$ cat config.mk
export PLATFORM = sky130hd
export DESIGN_NAME = tcp_sequence_delta_tracker_unit
export DESIGN_NICKNAME = d
export VERILOG_FILES = /design/src/hdl/tsdt_pkg.sv /design/src/hdl/tcp_sequence_delta_tracker_unit.sv
export SDC_FILE = /design/constraint.sdc
export NUM_CORES = 2
export LEC_CHECK = 0
export BUFFER_PORTS_ARGS = -buffer_cell sky130_fd_sc_hd__buf_2
export CAP_MARGIN = 20
export CORE_MARGIN = 3
export CORE_UTILIZATION = 56
export DETAILED_ROUTE_END_ITERATION = 16
export PLACE_DENSITY = 0.78
export SLEW_MARGIN = 20
export SYNTH_ARGS = -nofsm -noshare
export SYNTH_HDL_FRONTEND = slang
export SYNTH_SLANG_ARGS = --single-unit
export TNS_END_PERCENT = 20
$ cat constraint.sdc
create_clock -name aclk -period 7.7 [get_ports aclk]
set_input_delay 1.54 -clock aclk [delete_from_list [all_inputs] [get_ports aclk]]
set_output_delay 1.54 -clock aclk [all_outputs]
set_load 0.05 [all_outputs]
$ cat src/hdl/tsdt_pkg.sv
// Types and codes shared by the TCP sequence delta tracker.
// No dependencies.
package tsdt_pkg;

    typedef enum logic [1:0] {
        REQ_RECORD    = 2'd0,
        REQ_ACK_QUERY = 2'd1,
        REQ_SEQ_QUERY = 2'd2,
        REQ_UNUSED    = 2'd3
    } req_t;

    // One ring entry as held in the entry memory.
    typedef struct packed {
        logic [31:0] old_end;
        logic [31:0] new_end;
        logic [31:0] change;
    } entry_t;

endpackage

$ cat src/hdl/tcp_sequence_delta_tracker_unit.sv
// TCP sequence delta tracker: ring of sequence adjustments in one entry memory.
// Depends on tsdt_pkg (request codes, entry layout).
//
//  channel  ports                                     dir  accepted when
//  s_       req_type tcp_number ip_header_words       in   s_valid && s_ready
//           tcp_header_words total_length length_change
//  m_       adjustment matched                        out  m_valid && m_ready
//
// A record is accepted, then written to the entry memory in ST_REC.
// A query does one memory read per entry, feeds a two-stage difference/compare
// pipe behind the single read port, and then loads the result register.
// Request code 3 is taken and dropped.
// Synchronous active-low reset clears control, valid bits and the write slot;
// entry memory contents are not cleared. The result register holds a finished
// item while a new item is accepted; a query waits at its end if it is still full.
module tcp_sequence_delta_tracker_unit #(
    parameter int ENTRIES = 20
) (
    input  logic               aclk,
    input  logic               aresetn,
    input  logic               s_valid,
    output logic               s_ready,
    input  logic [1:0]         s_req_type,
    input  logic [31:0]        s_tcp_number,
    input  logic [3:0]         s_ip_header_words,
    input  logic [3:0]         s_tcp_header_words,
    input  logic [15:0]        s_total_length,
    input  logic signed [31:0] s_length_change,
    output logic               m_valid,
    input  logic               m_ready,
    output logic signed [31:0] m_adjustment,
    output logic               m_matched
);

    localparam int IDX_W = (ENTRIES > 1) ? $clog2(ENTRIES) : 1;
    localparam logic [IDX_W-1:0] LAST_IDX = IDX_W'(ENTRIES - 1);

    typedef enum logic [4:0] {
        ST_IDLE   = 5'b00001,
        ST_REC    = 5'b00010,
        ST_SCAN   = 5'b00100,
        ST_DRAIN  = 5'b01000,
        ST_FINISH = 5'b10000
    } state_t;

    state_t state_reg, state_next;

    tsdt_pkg::entry_t entry_mem [ENTRIES];
    tsdt_pkg::entry_t rd_data_reg;
    logic [ENTRIES-1:0] valid_reg;
    logic               rd_vbit_reg;

    logic [IDX_W-1:0] wr_slot_reg;
    logic [IDX_W-1:0] rd_idx_reg;

    logic [31:0] number_reg;
    logic [31:0] old_end_reg;
    logic [31:0] change_reg;
    logic        use_new_reg;

    logic        rd_pend_reg, rd_last_reg;
    logic        p2_valid_reg, p2_last_reg, p2_cand_reg;
    logic [31:0] p2_diff_reg, p2_change_reg;

    logic        found_reg;
    logic [31:0] best_diff_reg, best_change_reg;

    logic        m_valid_reg, m_matched_reg;
    logic [31:0] m_adj_reg;

    logic        s_accept;
    logic        mem_we, rd_en;
    logic [6:0]  hdr_bytes;
    logic [31:0] payload_len;
    logic [31:0] ref_end;
    logic        out_free;
    tsdt_pkg::entry_t wr_entry;

    assign s_ready  = (state_reg == ST_IDLE);
    assign s_accept = s_valid && s_ready;
    assign out_free = !m_valid_reg || m_ready;
    assign mem_we   = (state_reg == ST_REC);
    assign rd_en    = (state_reg == ST_SCAN);

    assign hdr_bytes   = {({1'b0, s_ip_header_words} + {1'b0, s_tcp_header_words}), 2'b00};
    assign payload_len = {16'd0, s_total_length} - {25'd0, hdr_bytes};

    assign wr_entry.old_end = old_end_reg;
    assign wr_entry.new_end = old_end_reg + change_reg;
    assign wr_entry.change  = change_reg;

    assign ref_end = use_new_reg ? rd_data_reg.new_end : rd_data_reg.old_end;

    // Entry memory: one write port, one registered read port.
    always_ff @(posedge aclk) begin
        if (mem_we) begin
            entry_mem[wr_slot_reg] <= wr_entry;
        end
        if (rd_en) begin
            rd_data_reg <= entry_mem[rd_idx_reg];
        end
    end

    always_comb begin
        state_next = state_reg;
        unique case (state_reg)
            ST_IDLE: begin
                if (s_accept) begin
                    priority if (tsdt_pkg::req_t'(s_req_type) == tsdt_pkg::REQ_RECORD) begin
                        state_next = ST_REC;
                    end else if (tsdt_pkg::req_t'(s_req_type) == tsdt_pkg::REQ_ACK_QUERY ||
                                 tsdt_pkg::req_t'(s_req_type) == tsdt_pkg::REQ_SEQ_QUERY) begin
                        state_next = ST_SCAN;
                    end else begin
                        state_next = ST_IDLE;
                    end
                end
            end
            ST_REC:  state_next = ST_IDLE;
            ST_SCAN: begin
                if (rd_idx_reg == LAST_IDX) begin
                    state_next = ST_DRAIN;
                end
            end
            ST_DRAIN: begin
                if (p2_valid_reg && p2_last_reg) begin
                    state_next = ST_FINISH;
                end
            end
            ST_FINISH: begin
                if (out_free) begin
                    state_next = ST_IDLE;
                end
            end
            default: state_next = ST_IDLE;
        endcase
    end

    always_ff @(posedge aclk) begin
        if (!aresetn) begin
            state_reg    <= ST_IDLE;
            valid_reg    <= '0;
            wr_slot_reg  <= '0;
            rd_idx_reg   <= '0;
            rd_pend_reg  <= 1'b0;
            rd_last_reg  <= 1'b0;
            p2_valid_reg <= 1'b0;
            p2_last_reg  <= 1'b0;
            found_reg    <= 1'b0;
            m_valid_reg  <= 1'b0;
        end else begin
            state_reg <= state_next;

            if (mem_we) begin
                valid_reg[wr_slot_reg] <= 1'b1;
                wr_slot_reg <= (wr_slot_reg == LAST_IDX) ? '0 : wr_slot_reg + 1'b1;
            end

            if (s_accept) begin
                rd_idx_reg <= '0;
                found_reg  <= 1'b0;
            end else if (rd_en) begin
                rd_idx_reg <= rd_idx_reg + 1'b1;
            end

            rd_pend_reg  <= rd_en;
            rd_last_reg  <= rd_en && (rd_idx_reg == LAST_IDX);
            p2_valid_reg <= rd_pend_reg;
            p2_last_reg  <= rd_last_reg;

            // Strict compare with an ascending scan keeps the lowest index on ties.
            if (p2_valid_reg && p2_cand_reg && !p2_diff_reg[31] &&
                (!found_reg || p2_diff_reg < best_diff_reg)) begin
                found_reg <= 1'b1;
            end

            if (state_reg == ST_FINISH && out_free) begin
                m_valid_reg <= 1'b1;
            end else if (m_ready) begin
                m_valid_reg <= 1'b0;
            end
        end
    end

    // Datapath registers, no reset needed.
    always_ff @(posedge aclk) begin
        if (s_accept) begin
            number_reg  <= s_tcp_number;
            old_end_reg <= s_tcp_number + payload_len;
            change_reg  <= s_length_change;
            use_new_reg <= (tsdt_pkg::req_t'(s_req_type) == tsdt_pkg::REQ_ACK_QUERY);
        end
        if (rd_en) begin
            rd_vbit_reg <= valid_reg[rd_idx_reg];
        end
        p2_diff_reg   <= number_reg - ref_end;
        p2_change_reg <= rd_data_reg.change;
        p2_cand_reg   <= rd_vbit_reg;
        if (s_accept) begin
            best_change_reg <= '0;
        end else if (p2_valid_reg && p2_cand_reg && !p2_diff_reg[31] &&
                     (!found_reg || p2_diff_reg < best_diff_reg)) begin
            best_diff_reg   <= p2_diff_reg;
            best_change_reg <= p2_change_reg;
        end
        if (state_reg == ST_FINISH && out_free) begin
            m_adj_reg     <= best_change_reg;
            m_matched_reg <= found_reg;
        end
    end

    assign m_valid      = m_valid_reg;
    assign m_adjustment = m_adj_reg;
    assign m_matched    = m_matched_reg;

    a_result_from_finish: assert property (@(posedge aclk) disable iff (!aresetn)
        $rose(m_valid_reg) |-> $past(state_reg == ST_FINISH))
        else $error("result item appeared outside the finish state");

    a_no_rw_overlap: assert property (@(posedge aclk) disable iff (!aresetn)
        !(mem_we && rd_en))
        else $error("entry memory written and scanned in the same cycle");

    a_pipe_follows_read: assert property (@(posedge aclk) disable iff (!aresetn)
        p2_valid_reg |-> $past(rd_pend_reg))
        else $error("compare stage active without a preceding read");

    a_idle_pipe_empty: assert property (@(posedge aclk) disable iff (!aresetn)
        (state_reg == ST_IDLE) |-> (!p2_valid_reg && !rd_pend_reg))
        else $error("scan pipe busy while accepting items");

endmodule

## Yosys cells after proc, flatten, opt, wreduce, memory -nomap -nowiden

Memory sizes are Yosys's and may differ from the RTL's. A register that Yosys moved wholly into a read port is not among the register bits.
Index checks and enable logic that the tools add are counted.

- Bits in registers: 301
- RAM bits: 1920
- Bits of input ports: 94
- Output and inout bits: 35
- Word-level logic and storage cells: 89
- Memories kept: 1

Memory list:

| name | words | width | rd ports | clocked after Yosys merged registers in | write ports | RTL line | text |
|---|---|---|---|---|---|---|---|
| entry_mem | 20 | 96 | 1 | 1 | 1 | tcp_sequence_delta_tracker_unit.sv:48 | `tsdt_pkg::entry_t entry_mem [ENTRIES];` |

- Add/sub/neg operators: 7
- Magnitude comparators: 4
- Equality and inequality tests: 13
- Multiplexer cells: 19
- Bitwise operators: 3
- Reduce and logical (&&, ||, !) cells: 20

Operator list:

| operator | count |
|---|---|
| $add 32x32->32 | 2 |
| $lt 32x32->1 | 1 |
| $mux 32 | 1 |
| $sub 32x32->32 | 1 |
| $mux 5 | 5 |
| $or 20x20->20 | 1 |
| $pmux 5 s4 | 1 |
| $sub 16x7->17 | 1 |
| $eq 5x5->1 const B | 3 |
| $lt 5x6->1 const B | 2 |
| $add 5x1->5 const B | 2 |
| $logic_and 1x1->1 | 8 |
| $mux 1 | 8 |
| $mux 3 | 2 |
| $add 4x4->5 | 1 |
| $bmux 1 s5 | 1 |
| $demux 1 s5 | 1 |
| $eq 5x1->1 const B | 1 |
| $eq 5x2->1 const B | 1 |
| $eq 5x3->1 const B | 1 |
| $eq 5x4->1 const B | 1 |
| $ge 5x1->1 const B | 1 |
| $ne 2x1->1 const B | 2 |
| $ne 2x2->1 const B | 2 |
| 10 further kinds | 16 |

## Longest topological paths before layout

- Depth after elaboration: 6
- Gate-level depth with buffers: 24
- Depth with buffers taken out: 23

## Worst setup path before layout

OpenSTA, ideal clock, no wires.

- Path kind: input to register
- Start point: input port s_ip_header_words[0]
- End point: register old_end_reg[31], data pin
- Setup time: 0.260 ns
- Arrival: 6.247 ns
- Setup slack: 1.194 ns
- Cell stages on the path: 21
- Path buffers: 1
- Cell sequence: ha_1 -> fa_1 -> xnor2_1 -> ha_1 -> nor2b_1 -> o21ai_0 -> nand2b_1 -> a21o_1 -> or4_1 -> nor2_1 -> ha_1 -> buf_2 -> a21o_1 -> a21oi_1 -> nor2_1 -> a2111oi_2 -> o21a_1 -> a31oi_1 -> a211o_1 -> a21oi_1 -> xnor2_1

- Longest elaborated chain between the ends: 3

RTL lines:

| what | RTL line | text |
|---|---|---|
| from (decl) | tcp_sequence_delta_tracker_unit.sv:25 | `input logic [3:0] s_ip_header_words,` |
| $add 4x4->5 | tcp_sequence_delta_tracker_unit.sv:85 | `assign hdr_bytes = {({1'b0, s_ip_header_words} + {1'b0, s_tcp_header_words}), 2'b00};` |
| $sub 16x7->17 | tcp_sequence_delta_tracker_unit.sv:86 | `assign payload_len = {16'd0, s_total_length} - {25'd0, hdr_bytes};` |
| $add 32x32->32 | tcp_sequence_delta_tracker_unit.sv:189 | `old_end_reg <= s_tcp_number + payload_len;` |
| to (signal assigned) | tcp_sequence_delta_tracker_unit.sv:189 |  |
| to (decl) | tcp_sequence_delta_tracker_unit.sv:57 | `logic [31:0] old_end_reg;` |

Every way passes these cells.
A chain may end at the register's enable or synchronous reset.

## Worst setup path in the final report

- Start point: input port s_ip_header_words[0]
- End point: register old_end_reg[30], data pin

The elaborated chain is that of the path after synthesis.

==> impl_metrics.sql <==
INSERT INTO impl_metrics (metric_group, metric, value, unit) VALUES
('critical_path', 'worst-setup-path-type', 'in2reg', ''),
('clocking', 'clk-insertion-delay-late', '880', 'ps'),
('power', 'irDropWorstVdd', '0.266', 'mV'),
('global_routing', 'vias_in_the_first_global_route', '46397', ''),
('critical_path', 'critical_path.max_fanout', '7', ''),
('clocking', 'cts.root.buffer_cell', 'sky130_fd_sc_hd__clkbuf_16', ''),
('clocking', 'quantity_of_hold_fixing_buffers_added_after_cts', '0', ''),
('global_routing', 'global_route.usage.total', '0.271', ''),
('power', 'power.static_leakage', '0.0323', 'uW'),
('timing', 'fin_worst_hold_slack', '315', 'ps'),
('critical_path', 'cp-startpoint', 's_ip_header_words[0]', ''),
('route', 'vias_per_cell', '6.58', ''),
('route', 'detail_route.wl_per_cell', '32.6', 'um'),
('critical_path', 'r2r_start', 'change_reg[0]$_DFFE_PP_', ''),
('clocking', 'tritoncts_clock_tree', 'done', ''),
('global_routing', 'grt.busiest_layer', 'met2', ''),
('global_routing', 'number_of_antenna_violations_at_the_first_check_in_global_routing', '10', ''),
('synthesis', 'multiplexer_share_of_the_synthesized_area', '0.164', ''),
('synthesis', 'postSynthAreaPerCell', '21.3', 'um2'),
('cells_and_area', 'layout-drive-gt1-share', '0.270', ''),
('synthesis', 'netlist_instances', '4267', ''),
('clocking', 'post_cts.repair.setup_buffers', '0', ''),
('timing', 'max_slew.worst_pin.slew', '1160', 'ps'),
('synthesis', 'synth-xor-area-share', '0.00916', ''),
('timing', 'worst_slack_setup_final', '1610', 'ps'),
('critical_path', 'worstPathRequired', '8280', 'ps'),
('floorplan', 'die_width', '409', 'um'),
('critical_path', 'critPathCaptureType', 'flop', ''),
('synthesis', 'synth_most_common_cell', 'sky130_fd_sc_hd__edfxtp_1', ''),
('critical_path', 'crit_slowest_cell', 'sky130_fd_sc_hd__fa_1', ''),
('cells_and_area', 'largest_reg_flops', '1920', ''),
('cells_and_area', 'area_growth', '12.0', '%'),
('critical_path', 'timing.critical_path.slowest_cell_delay', '560', 'ps'),
('synthesis', 'synth-compound-area-share', '0.0249', ''),
('route', 'initial_detailed_routing_violation_count', '6328', ''),
('global_routing', 'grt_first_pass_wirelength', '325000', 'um'),
('timing', 'final_critical_path_share_of_the_clock_period', '0.790', ''),
('route', 'drc_errors', '0', ''),
('synthesis', 'top_cells_by_area_in_the_synthesized_netlist', 'sky130_fd_sc_hd__edfxtp_1 72%, sky130_fd_sc_hd__mux4_2 14%, sky130_fd_sc_hd__dfxtp_1 3.0%, sky130_fd_sc_hd__ha_1 2.0%, sky130_fd_sc_hd__mux2_2 1.2%', ''),
('global_routing', 'largest_net_degree_at_the_start_of_global_routing', '125', ''),
('clocking', 'clock_tree.buffer_depth', '3', ''),
('synthesis', 'synth_async_sr_flop_share', '0', ''),
('placed_design', 'place_congestion', '0.878', ''),
('floorplan', 'initial_core_utilization', '0.564', ''),
('worst_hold_path', 'hold_path_class', 'reg2reg', ''),
('clocking', 'post_cts.resized_instances', '0', ''),
('placed_design', 'placedInstanceArea', '94500', 'um2'),
('global_routing', 'grt_util_met3', '0.0523', ''),
('critical_path', 'cp.arrival', '6670', 'ps'),
('synthesis', 'synth-simple-area-share', '0.0191', ''),
('synthesis', 'postSynthNetCount', '4508', ''),
('outcome', 'outcome', 'completed', ''),
('synthesis', 'synth_top_family_by_area', 'multiplexers', ''),
('synthesis', 'synth_top_area_cell', 'sky130_fd_sc_hd__edfxtp_1', ''),
('route', 'drtAntennaViolNets', '0', ''),
('timing', 'timing.setup.tns', '0', 'ps'),
('placed_design', 'dp_slack', '829', 'ps'),
('cells_and_area', 'diodes', '0', ''),
('floorplan', 'std_cell_rows', '147', ''),
('critical_path', 'setup_crit_start_kind', 'primary input', ''),
('synthesis', 'synth-seq-area-share', '0.751', ''),
('placed_design', 'io_buffers', '128', ''),
('placed_design', 'detailed_placer_s_ending_hpwl', '113000', 'um'),
('synthesis', 'number_of_enable_type_register_cells_in_the_synthesized_netlist', '2179', ''),
('global_routing', 'overflow', '0', ''),
('critical_path', 'crit_path_cell_trace', 'buf_2, ha_1, fa_1, inv_1, ha_1, nor2b_1, o21ai_0, a21boi_0, o21ai_0, nand2b_1, nor3_1, nand2b_1, nor4_1, xor2_1, ha_1, a21o_1, a31oi_1, o31a_1, o21ai_0, a31oi_1, o211a_1, nor3_1, mux2i_1, o311ai_0', ''),
('timing', 'final_period_minus_worst_setup_slack', '6090', 'ps'),
('route', 'route.vias.total', '45234', ''),
('route', 'drtPass1Iterations', '8', ''),
('floorplan', 'die_h', '409', 'um'),
('timing', 'drv_slew', '0', '');
-- cell type report --
type                            count  area [um2]
Clock buffer                      284        5800
Multi-Input combinational cell   1691       21900
Timing Repair Buffer              217        1530
Fill cell                       10193       59300
Clock inverter                    122        1260
Sequential cell                  2317       68200
Tap cell                         2160        2700
Inverter                           79         307
-- layer usage --
metal	wire length, um	vias up
met3	24800	508
met4	7520	0
li1	-	18151
met5	0	-
met1	79900	23555
met2	112000	3020
-- cell usage in the layout, fill, tap and decap left out, types with 36 or more instances in the layout --
cell                        netlist  final
sky130_fd_sc_hd__a21o_1          56     56
sky130_fd_sc_hd__a21oi_1         94     93
sky130_fd_sc_hd__buf_2           52    128
sky130_fd_sc_hd__buf_4            1     71
sky130_fd_sc_hd__clkbuf_1       113     55
sky130_fd_sc_hd__clkbuf_16        0    217
sky130_fd_sc_hd__clkinv_1         1     44
sky130_fd_sc_hd__dfxtp_1        138    133
sky130_fd_sc_hd__edfxtp_1      2179   2179
sky130_fd_sc_hd__ha_1           142    142
sky130_fd_sc_hd__inv_1           78     77
sky130_fd_sc_hd__mux2_2          97     97
sky130_fd_sc_hd__mux2i_1         68     68
sky130_fd_sc_hd__mux4_2         582    582
sky130_fd_sc_hd__nand2_1        118    117
sky130_fd_sc_hd__nor2_1          93     70
sky130_fd_sc_hd__o21a_1          36     36
sky130_fd_sc_hd__o21ai_0         57     57
sky130_fd_sc_hd__xnor2_1         58     50
-- power by group --
group          internal [uW]  switching [uW]  leakage [uW]
clock                   5850            4700       0.00341
combinational            552            1120       0.00823
sequential             14600             347        0.0207
-- final timing paths --
path	slack (ps)	endpoint	depth (start not counted)
worst max-delay path	1610	old_end_reg[30]$_DFFE_PP_	24
worst max register to register	3090	entry_mem[11][48]$_DFFE_PP_	12
worst min register to register	320	p2_change_reg[28]$_DFF_P_	0
worst min-delay path	320	p2_change_reg[28]$_DFF_P_	0
-- stage by stage --
step | util | power [uW] | std cells
5_1_grt | 0.632 | 27900 | 6870
4_1_cts | 0.631 | 27200 | 6869
3_3_place_gp | 0.587 | 16700 | 6463
6_report | 0.632 | 27100 | 6870
3_5_place_dp | 0.587 | 16800 | 6463
2_1_floorplan | - | 16100 | 4267
-- cell families after synthesis --
family / Yosys count
adder cells (fa/ha/maj): 147
multiplexers: 747
flip-flops: 2317
AO/OA/AOI/OAI: 339
XOR/XNOR: 95
AND/OR/NAND/NOR: 363
buffers and inverters: 259
-- worst max-delay path, delay by kind of cell --
family / cells / cell delay, ps
buffers and inverters: 2 / 170
adders and majority gates: 4 / 1390
AOI/OAI and AO/OA: 10 / 2120
and+or+nand+nor: 6 / 1010
xor gates and xnor gates: 1 / 240
muxes: 1 / 180
No activity file was read; power rests on OpenSTA's default activity.
